[src/clt_pkg.sv]
package clt_pkg;

  // Defaults for the top-level parameters
  localparam int unsigned MaxTokenLenDef = 255;
  localparam int unsigned PosBitsDef     = 32;

  // Token kinds
  localparam logic [3:0] KindInt    = 4'd0;
  localparam logic [3:0] KindFloat  = 4'd1;
  localparam logic [3:0] KindIdent  = 4'd2;
  localparam logic [3:0] KindFdecl  = 4'd3;
  localparam logic [3:0] KindIdecl  = 4'd4;
  localparam logic [3:0] KindPrint  = 4'd5;
  localparam logic [3:0] KindAssign = 4'd6;
  localparam logic [3:0] KindPlus   = 4'd7;
  localparam logic [3:0] KindMinus  = 4'd8;
  localparam logic [3:0] KindMul    = 4'd9;
  localparam logic [3:0] KindDiv    = 4'd10;
  localparam logic [3:0] KindEnd    = 4'd11;
  localparam logic [3:0] KindError  = 4'd12;

  // Error codes
  localparam logic [1:0] ErrNone    = 2'd0;
  localparam logic [1:0] ErrInvalid = 2'd1;
  localparam logic [1:0] ErrPoint   = 2'd2;
  localparam logic [1:0] ErrLong    = 2'd3;

  // Characters of interest
  localparam logic [7:0] ChPoint  = 8'h2E;
  localparam logic [7:0] ChF      = 8'h66;
  localparam logic [7:0] ChI      = 8'h69;
  localparam logic [7:0] ChP      = 8'h70;
  localparam logic [7:0] ChAssign = 8'h3D;
  localparam logic [7:0] ChPlus   = 8'h2B;
  localparam logic [7:0] ChMinus  = 8'h2D;
  localparam logic [7:0] ChMul    = 8'h2A;
  localparam logic [7:0] ChDiv    = 8'h2F;
  localparam logic [7:0] ChSpace  = 8'h20;
  localparam logic [7:0] ChTab    = 8'h09;
  localparam logic [7:0] ChCr     = 8'h0D;
  localparam logic [7:0] Ch0      = 8'h30;
  localparam logic [7:0] Ch9      = 8'h39;
  localparam logic [7:0] ChA      = 8'h61;
  localparam logic [7:0] ChZ      = 8'h7A;

  // One result word
  typedef struct packed {
    logic [3:0]  kind;
    logic [31:0] start;
    logic [7:0]  length;
    logic [1:0]  err;
    logic [7:0]  bad;
    logic        last;
  } tok_t;

  // Words produced for one source word: count, then up to two words in order
  typedef struct packed {
    logic [1:0] n;
    tok_t       w0;
    tok_t       w1;
  } push_t;

  function automatic tok_t make_tok(logic [3:0] kind, logic [31:0] start,
                                    logic [7:0] length, logic [1:0] err,
                                    logic [7:0] bad);
    tok_t t;
    t.kind   = kind;
    t.start  = start;
    t.length = length;
    t.err    = err;
    t.bad    = bad;
    t.last   = 1'b0;
    return t;
  endfunction

endpackage

[src/clt_if.sv]
interface clt_in_if;
  logic       valid;
  logic       ready;
  logic [7:0] char_in;
  logic       end_of_input;

  modport source (output valid, output char_in, output end_of_input, input ready);
  modport sink   (input valid, input char_in, input end_of_input, output ready);
endinterface

interface clt_out_if;
  logic        valid;
  logic        ready;
  logic [3:0]  token_kind;
  logic [31:0] token_start;
  logic [7:0]  token_length;
  logic [1:0]  error_code;
  logic [7:0]  bad_char;
  logic        last_of_run;

  modport source (output valid, output token_kind, output token_start,
                  output token_length, output error_code, output bad_char,
                  output last_of_run, input ready);
  modport sink   (input valid, input token_kind, input token_start,
                  input token_length, input error_code, input bad_char,
                  input last_of_run, output ready);
endinterface

[src/calc_language_tokenizer.sv]
// Streaming tokenizer for a small calculator language.
// in_i carries one source byte per word (char_in), or an end mark when
// end_of_input is set. out_o carries tokens: kind, start offset, length,
// error code, offending byte and last_of_run, which flags the final token
// caused by one input word. A byte may yield zero, one or two tokens.
// A byte is registered in the input stage, then lexed into a four-word
// result queue once the queue has room for two words; its tokens are then
// presented on out_o from the queue head. Throughput is one byte per cycle
// while the queue has room for two words; bytes that yield two tokens are
// limited by the one token per cycle that out_o drains, so the queue sets
// the sustained rate.
// When the receiver stalls, the queue fills and in_i.ready drops once fewer
// than two slots are free with a byte already waiting; nothing is lost.
// After an error token every later word is consumed with no output until
// reset. Reset (rst_ni low, asynchronous) returns the lexer to idle with
// stream offset zero and empties the input stage and the queue.
module calc_language_tokenizer #(
  parameter int unsigned MaxTokenLen = clt_pkg::MaxTokenLenDef,
  parameter int unsigned PosBits     = clt_pkg::PosBitsDef
) (
  input  logic             clk_i,
  input  logic             rst_ni,
  clt_in_if.sink           in_i,
  clt_out_if.source        out_o
);

  logic           in_vld_q, in_vld_d;
  logic [7:0]     char_q;
  logic           eoi_q;
  logic           room2;
  logic           fire;
  logic           in_acc;
  clt_pkg::push_t push;
  clt_pkg::tok_t  head;

  // Drain the input stage once the queue can take two words
  assign fire       = in_vld_q && room2;
  assign in_i.ready = !in_vld_q || room2;
  assign in_acc     = in_i.valid && in_i.ready;

  always_comb begin
    in_vld_d = in_vld_q;
    if (in_acc)    in_vld_d = 1'b1;
    else if (fire) in_vld_d = 1'b0;
  end

  always_ff @(posedge clk_i or negedge rst_ni) begin
    if (!rst_ni) begin
      in_vld_q <= 1'b0;
    end else begin
      in_vld_q <= in_vld_d;
    end
  end

  // Capture the input word
  always_ff @(posedge clk_i) begin
    if (in_acc) begin
      char_q <= in_i.char_in;
      eoi_q  <= in_i.end_of_input;
    end
  end

  clt_lex_core #(
    .MaxTokenLen (MaxTokenLen),
    .PosBits     (PosBits)
  ) u_core (
    .clk_i  (clk_i),
    .rst_ni (rst_ni),
    .fire_i (fire),
    .char_i (char_q),
    .eoi_i  (eoi_q),
    .push_o (push)
  );

  clt_res_fifo u_fifo (
    .clk_i   (clk_i),
    .rst_ni  (rst_ni),
    .push_i  (push),
    .room2_o (room2),
    .valid_o (out_o.valid),
    .head_o  (head),
    .pop_i   (out_o.ready)
  );

  // Present the head word
  assign out_o.token_kind   = head.kind;
  assign out_o.token_start  = head.start;
  assign out_o.token_length = head.length;
  assign out_o.error_code   = head.err;
  assign out_o.bad_char     = head.bad;
  assign out_o.last_of_run  = head.last;

endmodule

[src/clt_lex_core.sv]
module clt_lex_core #(
  parameter int unsigned MaxTokenLen = clt_pkg::MaxTokenLenDef,
  parameter int unsigned PosBits     = clt_pkg::PosBitsDef
) (
  input  logic            clk_i,
  input  logic            rst_ni,
  input  logic            fire_i,
  input  logic [7:0]      char_i,
  input  logic            eoi_i,
  output clt_pkg::push_t  push_o
);

  localparam int unsigned LenW = $clog2(MaxTokenLen + 1);

  typedef enum logic [2:0] {
    ModeIdle, ModeInt, ModePoint, ModeFrac, ModeLetter, ModeIdent, ModeHalt
  } mode_e;

  mode_e              mode_q, mode_d;
  logic [7:0]         held_q, held_d;
  logic [LenW-1:0]    run_len_q, run_len_d;
  logic [PosBits-1:0] run_start_q, run_start_d;
  logic [PosBits-1:0] spos_q, spos_d;

  logic [PosBits+31:0] spos_ext, rstart_ext;
  logic [LenW+7:0]     len_ext;
  logic [31:0]         spos32, rstart32;
  logic [7:0]          len8;

  logic is_digit, is_lower, is_space;
  logic is_op;
  logic [3:0] op_kind;
  logic ext_ok;

  logic            a_v, b_v;
  clt_pkg::tok_t   a_tok, b_tok;
  logic [3:0]      flush_kind, kw_kind;
  logic            flush_has;
  logic            want_ext, do_idle;
  mode_e           ext_mode;

  // Narrow or widen positions and lengths to the port widths
  assign spos_ext   = {32'd0, spos_q};
  assign rstart_ext = {32'd0, run_start_q};
  assign len_ext    = {8'd0, run_len_q};
  assign spos32     = spos_ext[31:0];
  assign rstart32   = rstart_ext[31:0];
  assign len8       = len_ext[7:0];

  // Classify the byte
  assign is_digit = (char_i >= clt_pkg::Ch0) && (char_i <= clt_pkg::Ch9);
  assign is_lower = (char_i >= clt_pkg::ChA) && (char_i <= clt_pkg::ChZ);
  assign is_space = (char_i == clt_pkg::ChSpace) ||
                    ((char_i >= clt_pkg::ChTab) && (char_i <= clt_pkg::ChCr));
  assign ext_ok   = run_len_q < LenW'(MaxTokenLen);

  always_comb begin
    is_op   = 1'b1;
    op_kind = clt_pkg::KindAssign;
    case (char_i)
      clt_pkg::ChAssign: op_kind = clt_pkg::KindAssign;
      clt_pkg::ChPlus:   op_kind = clt_pkg::KindPlus;
      clt_pkg::ChMinus:  op_kind = clt_pkg::KindMinus;
      clt_pkg::ChMul:    op_kind = clt_pkg::KindMul;
      clt_pkg::ChDiv:    op_kind = clt_pkg::KindDiv;
      default:           is_op = 1'b0;
    endcase
  end

  // Pending token that a closing byte flushes
  always_comb begin
    flush_has  = 1'b1;
    flush_kind = clt_pkg::KindIdent;
    unique case (mode_q)
      ModeInt:               flush_kind = clt_pkg::KindInt;
      ModeFrac:              flush_kind = clt_pkg::KindFloat;
      ModeLetter, ModeIdent: flush_kind = clt_pkg::KindIdent;
      default:               flush_has  = 1'b0;
    endcase
  end

  // Keyword for a lone letter
  always_comb begin
    case (held_q)
      clt_pkg::ChF: kw_kind = clt_pkg::KindFdecl;
      clt_pkg::ChI: kw_kind = clt_pkg::KindIdecl;
      clt_pkg::ChP: kw_kind = clt_pkg::KindPrint;
      default:      kw_kind = clt_pkg::KindIdent;
    endcase
  end

  // Mode update and result words for one source word
  always_comb begin
    mode_d      = mode_q;
    held_d      = held_q;
    run_len_d   = run_len_q;
    run_start_d = run_start_q;
    spos_d      = spos_q;
    a_v         = 1'b0;
    b_v         = 1'b0;
    a_tok       = clt_pkg::make_tok(flush_kind, rstart32, len8, clt_pkg::ErrNone, 8'd0);
    b_tok       = '0;
    want_ext    = 1'b0;
    ext_mode    = mode_q;
    do_idle     = 1'b0;

    if (fire_i && (mode_q != ModeHalt)) begin
      if (eoi_i) begin
        if (mode_q == ModePoint) begin
          b_v    = 1'b1;
          b_tok  = clt_pkg::make_tok(clt_pkg::KindError, spos32, 8'd0,
                                     clt_pkg::ErrPoint, 8'd0);
          mode_d = ModeHalt;
        end else begin
          a_v    = flush_has;
          b_v    = 1'b1;
          b_tok  = clt_pkg::make_tok(clt_pkg::KindEnd, spos32, 8'd0,
                                     clt_pkg::ErrNone, 8'd0);
          mode_d = ModeIdle;
        end
      end else begin
        spos_d = spos_q + 1'b1;
        unique case (mode_q)
          ModeInt: begin
            if (is_digit) begin
              want_ext = 1'b1;
            end else if (char_i == clt_pkg::ChPoint) begin
              want_ext = 1'b1;
              ext_mode = ModePoint;
            end else begin
              do_idle = 1'b1;
            end
          end
          ModePoint: begin
            if (is_digit) begin
              want_ext = 1'b1;
              ext_mode = ModeFrac;
            end else begin
              b_v    = 1'b1;
              b_tok  = clt_pkg::make_tok(clt_pkg::KindError, spos32, 8'd0,
                                         clt_pkg::ErrPoint, char_i);
              mode_d = ModeHalt;
            end
          end
          ModeFrac: begin
            if (is_digit) want_ext = 1'b1;
            else          do_idle  = 1'b1;
          end
          ModeLetter: begin
            if (is_space) begin
              b_v    = 1'b1;
              b_tok  = clt_pkg::make_tok(kw_kind, rstart32, 8'd1,
                                         clt_pkg::ErrNone, 8'd0);
              mode_d = ModeIdle;
            end else if (is_lower) begin
              want_ext = 1'b1;
              ext_mode = ModeIdent;
            end else begin
              do_idle = 1'b1;
            end
          end
          ModeIdent: begin
            if (is_lower) want_ext = 1'b1;
            else          do_idle  = 1'b1;
          end
          default: do_idle = 1'b1;
        endcase

        // Grow the pending token, or stop on an over-long one
        if (want_ext) begin
          if (ext_ok) begin
            run_len_d = run_len_q + 1'b1;
            mode_d    = ext_mode;
          end else begin
            b_v    = 1'b1;
            b_tok  = clt_pkg::make_tok(clt_pkg::KindError, spos32, 8'd0,
                                       clt_pkg::ErrLong, char_i);
            mode_d = ModeHalt;
          end
        end

        // Close the pending token and scan the byte afresh
        if (do_idle) begin
          a_v    = flush_has;
          mode_d = ModeIdle;
          if (is_space) begin
            mode_d = ModeIdle;
          end else if (is_digit || is_lower) begin
            mode_d      = is_digit ? ModeInt : ModeLetter;
            held_d      = char_i;
            run_start_d = spos_q;
            run_len_d   = LenW'(1);
          end else if (is_op) begin
            b_v   = 1'b1;
            b_tok = clt_pkg::make_tok(op_kind, spos32, 8'd1, clt_pkg::ErrNone, 8'd0);
          end else begin
            b_v    = 1'b1;
            b_tok  = clt_pkg::make_tok(clt_pkg::KindError, spos32, 8'd0,
                                       clt_pkg::ErrInvalid, char_i);
            mode_d = ModeHalt;
          end
        end
      end
    end

    a_tok.last = ~b_v;
    b_tok.last = 1'b1;
  end

  // Pack the words in stream order
  always_comb begin
    push_o.n  = {1'b0, a_v} + {1'b0, b_v};
    push_o.w0 = a_v ? a_tok : b_tok;
    push_o.w1 = b_tok;
  end

  // Hold lexer state
  always_ff @(posedge clk_i or negedge rst_ni) begin
    if (!rst_ni) begin
      mode_q      <= ModeIdle;
      held_q      <= '0;
      run_len_q   <= '0;
      run_start_q <= '0;
      spos_q      <= '0;
    end else begin
      mode_q      <= mode_d;
      held_q      <= held_d;
      run_len_q   <= run_len_d;
      run_start_q <= run_start_d;
      spos_q      <= spos_d;
    end
  end

endmodule

[src/clt_res_fifo.sv]
module clt_res_fifo (
  input  logic           clk_i,
  input  logic           rst_ni,
  input  clt_pkg::push_t push_i,
  output logic           room2_o,
  output logic           valid_o,
  output clt_pkg::tok_t  head_o,
  input  logic           pop_i
);

  localparam int unsigned Depth = 4;
  localparam int unsigned PtrW  = $clog2(Depth);
  localparam int unsigned CntW  = $clog2(Depth + 1);

  clt_pkg::tok_t   mem_q [Depth];
  logic [PtrW-1:0] wr_q, wr_d, rd_q, rd_d;
  logic [CntW-1:0] cnt_q, cnt_d;
  logic [PtrW-1:0] wr_next;
  logic            pop;

  assign valid_o = cnt_q != '0;
  assign head_o  = mem_q[rd_q];
  assign room2_o = cnt_q <= CntW'(Depth - 2);
  assign pop     = pop_i && valid_o;
  assign wr_next = wr_q + 1'b1;

  // Advance pointers and count
  always_comb begin
    wr_d  = wr_q + PtrW'(push_i.n);
    rd_d  = rd_q + PtrW'(pop);
    cnt_d = cnt_q + CntW'(push_i.n) - CntW'(pop);
  end

  always_ff @(posedge clk_i or negedge rst_ni) begin
    if (!rst_ni) begin
      wr_q  <= '0;
      rd_q  <= '0;
      cnt_q <= '0;
    end else begin
      wr_q  <= wr_d;
      rd_q  <= rd_d;
      cnt_q <= cnt_d;
    end
  end

  // Store up to two words a cycle
  always_ff @(posedge clk_i) begin
    if (push_i.n != 2'd0) mem_q[wr_q] <= push_i.w0;
    if (push_i.n == 2'd2) mem_q[wr_next] <= push_i.w1;
  end

endmodule
[src/flat_wrapper.sv]
// flat-port wrapper written by rule: the top's interface ports become plain ports
module calc_language_tokenizer_flat 
#(
  parameter int unsigned MaxTokenLen = clt_pkg::MaxTokenLenDef,
  parameter int unsigned PosBits     = clt_pkg::PosBitsDef
)
  (clk_i, rst_ni, in_i_valid, in_i_char_in, in_i_end_of_input, in_i_ready, out_o_valid, out_o_token_kind, out_o_token_start, out_o_token_length, out_o_error_code, out_o_bad_char, out_o_last_of_run, out_o_ready);
  clt_in_if in_i_i ();
  clt_out_if out_o_i ();
  input  logic clk_i;
  input  logic rst_ni;
  input wire logic [$bits(in_i_i.valid)-1:0] in_i_valid;
  input wire logic [$bits(in_i_i.char_in)-1:0] in_i_char_in;
  input wire logic [$bits(in_i_i.end_of_input)-1:0] in_i_end_of_input;
  output wire logic [$bits(in_i_i.ready)-1:0] in_i_ready;
  output wire logic [$bits(out_o_i.valid)-1:0] out_o_valid;
  output wire logic [$bits(out_o_i.token_kind)-1:0] out_o_token_kind;
  output wire logic [$bits(out_o_i.token_start)-1:0] out_o_token_start;
  output wire logic [$bits(out_o_i.token_length)-1:0] out_o_token_length;
  output wire logic [$bits(out_o_i.error_code)-1:0] out_o_error_code;
  output wire logic [$bits(out_o_i.bad_char)-1:0] out_o_bad_char;
  output wire logic [$bits(out_o_i.last_of_run)-1:0] out_o_last_of_run;
  input wire logic [$bits(out_o_i.ready)-1:0] out_o_ready;
  assign in_i_i.valid = in_i_valid;
  assign in_i_i.char_in = in_i_char_in;
  assign in_i_i.end_of_input = in_i_end_of_input;
  assign in_i_ready = in_i_i.ready;
  assign out_o_valid = out_o_i.valid;
  assign out_o_token_kind = out_o_i.token_kind;
  assign out_o_token_start = out_o_i.token_start;
  assign out_o_token_length = out_o_i.token_length;
  assign out_o_error_code = out_o_i.error_code;
  assign out_o_bad_char = out_o_i.bad_char;
  assign out_o_last_of_run = out_o_i.last_of_run;
  assign out_o_i.ready = out_o_ready;
  calc_language_tokenizer #(.MaxTokenLen(MaxTokenLen), .PosBits(PosBits)) u_core (.clk_i(clk_i), .rst_ni(rst_ni), .in_i(in_i_i), .out_o(out_o_i));
endmodule
[config.mk]
export PLATFORM = sky130hd
export DESIGN_NAME = calc_language_tokenizer_flat
export DESIGN_NICKNAME = d
export VERILOG_FILES = /design/src/clt_pkg.sv /design/src/clt_if.sv /design/src/calc_language_tokenizer.sv /design/src/clt_lex_core.sv /design/src/clt_res_fifo.sv /design/src/flat_wrapper.sv
export SDC_FILE = /design/constraint.sdc
export NUM_CORES = 1
export LEC_CHECK = 0
export BUFFER_PORTS_ARGS = -buffer_cell sky130_fd_sc_hd__buf_2
export CORE_MARGIN = 5
export CORE_UTILIZATION = 50
export DETAILED_ROUTE_END_ITERATION = 6
export PLACE_DENSITY = 0.67
export SLEW_MARGIN = 20
export SYNTH_ARGS = -nofsm -noshare
export SYNTH_HDL_FRONTEND = slang
export SYNTH_HIERARCHICAL = 1
export SYNTH_SLANG_ARGS = --single-unit
[constraint.sdc]
create_clock -name clk_i -period 9.6 [get_ports clk_i]
set_input_delay 1.44 -clock clk_i [delete_from_list [all_inputs] [get_ports clk_i]]
set_output_delay 1.44 -clock clk_i [all_outputs]
set_load 0.005 [all_outputs]
==> impl_metrics.toml <==
[finish]
layout-drive-gt1-share = 0.390
layoutNonFillerInstCount = 1659
layout.nets = 1207
syn_to_final_growth_pct = 9.75
layout_commonest_cell = "edfxtp_1"
final_area_sq_um = 18800
final_cell_mix = "229 x edfxtp_1, 156 x mux2_2, 89 x dfrtp_1, 89 x mux2_4, 68 x buf_2"
fin_util = 0.558
antenna_cells = 0

[timing]
worst_pin_slew_ns = 1.14
maxSlewViolCount = 0
hold_viol_final = 0
fmax_mhz = 186
finalSetupTns_ns = 0
skew_ns = 0.0197
post-route-period-util = 0.559
setup_viol = 0
slew_headroom = 0.241
fin_ws_ns = 4.23
whs_ns = 0.474
rsz0062_at_grt = "false"
fin_crit_ns = 5.37

[clocking]
htreeDepth = 2
clock-sinks = 320
root_buffer = "clkbuf_16"
cts_hold_buf = 0
cts_made_buffers = 35
cts_setup_buffers = 0
path_clk_slew_ns = 0.06
clk_latency_ns = 0.52
cts-resized-gates = 0
cts_tree = "built"
clk_path_buf_depth = 3

[worst_setup_path]
required_ns = 9.86
crit_path_end_kind = "register"
critPathLaunchType = "register"
max_stage_delay_ns = 0.75
worstPathMaxFanout = 41
path_cells = "or4b_1 -> a21o_1 -> a21oi_2 -> o311ai_2 -> buf_4 -> o211ai_2 -> inv_2 -> ha_1 -> and4bb_4 -> buf_4 -> mux2_2"
worstSetupPathType = "register to register"
cp.arrival_ns = 5.63
crit_top_cell = "buf_4"
slowest_stage = "buf_4"

[floorplan]
dieWidth_um = 195
die_area_sq_um = 38100
fp.coreArea_sq_um = 33700
die_h_um = 195
initial_core_util = 0.508
rows = 67
ioPinCount = 70

[routing]
totalWireLength_um = 37800
vias = 9865
drt-initial-drc-count = 735
remaining_drc_errors = 0
post_drt_wl_per_cell_um = 22.8
drt_pre_antenna_iters = 5
via_per_inst = 5.95
postRouteAntennaNets = 0

[placement]
placedInstanceArea_sq_um = 17700
dp.cells = 1595
dp.final_hpwl_um = 22800
dpl_worst_slack_ns = 4.31
port_buffers = 69
globalplace.congestion = 0.861

[power_and_ir_drop]
leakage_nw = 7.17
power_density_nw_per_um2 = 271
ir_drop_v = 0.000148
total_power_mw = 5.09

[synthesis]
synth_cell_types = 82
synth_area_sq_um = 17100
netlist_instances = 1132
async_reset_ff_frac = 0.284
synth_ff_type = "edfxtp_1"
yosysSeqAreaShare = 0.535
synth-seq-cells = 320
yosysWarningCount = 6
synth_edf_count = 229
syn_avg_cell_area_sq_um = 15.1

[global_route]
antenna_found_initial = 0
grt-ovfl-total = 0
grt_pass1_vias = 10300
grt_use_total = 0.199
grt_pass1_wl_um = 60800
grt_max_degree = 62

[worst_hold_path]
hp-class = "register to register"

[outcome]
status = "completed"

[job]
drv_cap = 0
-- synth_stat cells (4+ instances only) --
cell type | number | area, sq um
mux2_1 | 9 | 101
inv_1 | 22 | 82.6
and3_1 | 15 | 93.8
xor2_1 | 13 | 114
mux4_2 | 55 | 1240
mux2_4 | 89 | 1340
nand2_1 | 49 | 184
buf_2 | 23 | 115
a22oi_1 | 4 | 30.0
buf_6 | 21 | 236
edfxtp_1 | 229 | 6880
nor2_1 | 31 | 116
nor3b_1 | 5 | 37.5
o21ai_1 | 4 | 20.0
nand2b_1 | 7 | 43.8
a21oi_1 | 14 | 70.1
nand4_1 | 6 | 37.5
clkbuf_1 | 17 | 63.8
dfrtp_1 | 91 | 2280
mux2i_1 | 7 | 70.1
xnor2_1 | 25 | 219
and2_1 | 17 | 106
nor3_1 | 9 | 45.0
ha_1 | 9 | 113
nand3_1 | 18 | 90.1
buf_4 | 12 | 90.1
mux2_2 | 156 | 1760
a22o_1 | 65 | 569
o21ai_0 | 23 | 115
buf_12 | 5 | 100
nor4_1 | 5 | 31.3
-- power by group --
group          internal (mW)  switching (mW)  leakage, nW
sequential              1.87           0.189         3.35
combinational          0.737           0.964         3.25
clock                  0.789           0.543        0.559
total                   3.40            1.70         7.17
-- sequential cells by signal, indices dropped and copies added (netlist names) --
| register | flops |
|---|---|
| u_core/u_fifo/mem_q | 220 |
| u_core/u_core/rstart32 | 32 |
| u_core/u_core/spos32 | 32 |
| u_core/char_q | 8 |
| u_core/u_core/held_q | 8 |
| u_core/u_core/len8 | 8 |
| u_core/u_core/mode_q | 3 |
| u_core/u_fifo/cnt_q | 3 |
| u_core/u_fifo/rd_q | 2 |
| u_core/u_fifo/wr_q | 2 |
| u_core/eoi_q | 1 |
| u_core/in_vld_q | 1 |
-- layout make-up --
class	instances	area (sq um)
clock buffers	46	958
clock inverters	18	181
fillers	2790	14900
inverters	23	86.3
multi-input cells	716	7360
flip-flops and latches	320	9160
well taps	448	561
repair buffers	88	490
-- critical path, delay by kind of cell (launching register included) --
| kind | cells | cell delay, ns |
|---|---|---|
| simple gates | 2 | 1.24 |
| buf+inv | 3 | 1.22 |
| compound gates | 4 | 1.11 |
| flops | 1 | 0.56 |
| fa+ha+maj | 1 | 0.50 |
| mux | 1 | 0.41 |
-- logic make-up after synthesis --
group           after synthesis  synth area share
compound gates              153            0.0727
xor+xnor                     38            0.0194
fa+ha+maj                    10           0.00774
buf+inv                     102            0.0407
flops                       320             0.535
mux                         316             0.263
other cells                   2          0.000439
simple gates                191            0.0615
-- metal layers --
| metal | vias to the layer above | global-route usage | share of wire |
|---|---|---|---|
| li1 | 4502 | - | - |
| met4 | 0 | 0.0476 | 0.021 |
| met2 | 273 | 0.319 | 0.48 |
| met1 | 5035 | 0.288 | 0.45 |
| met5 | - | 0 | 0 |
| met3 | 55 | 0.0327 | 0.053 |
-- worst paths after layout --
| check | from | endpoint | slack, ns | cells past startpoint |
|---|---|---|---|---|
| worst max-delay path | u_core/char_q[2] | u_core/u_fifo/mem_q[3][2] | 4.23 | 11 |
| worst min-delay path | u_core/u_core/held_q[5] | u_core/u_core/held_q[5] | 0.47 | 1 |
| worst max register to register | u_core/char_q[2] | u_core/u_fifo/mem_q[3][2] | 4.23 | 11 |
| worst min register to register | u_core/u_core/held_q[5] | u_core/u_core/held_q[5] | 0.47 | 1 |
| max in group asynchronous | rst_ni | u_core/u_core/len8[4] | 7.56 | 2 |
| min in group asynchronous | rst_ni | u_core/u_core/spos32[23] | 0.85 | 1 |
Note: power is estimated with default switching activity, not from simulation.
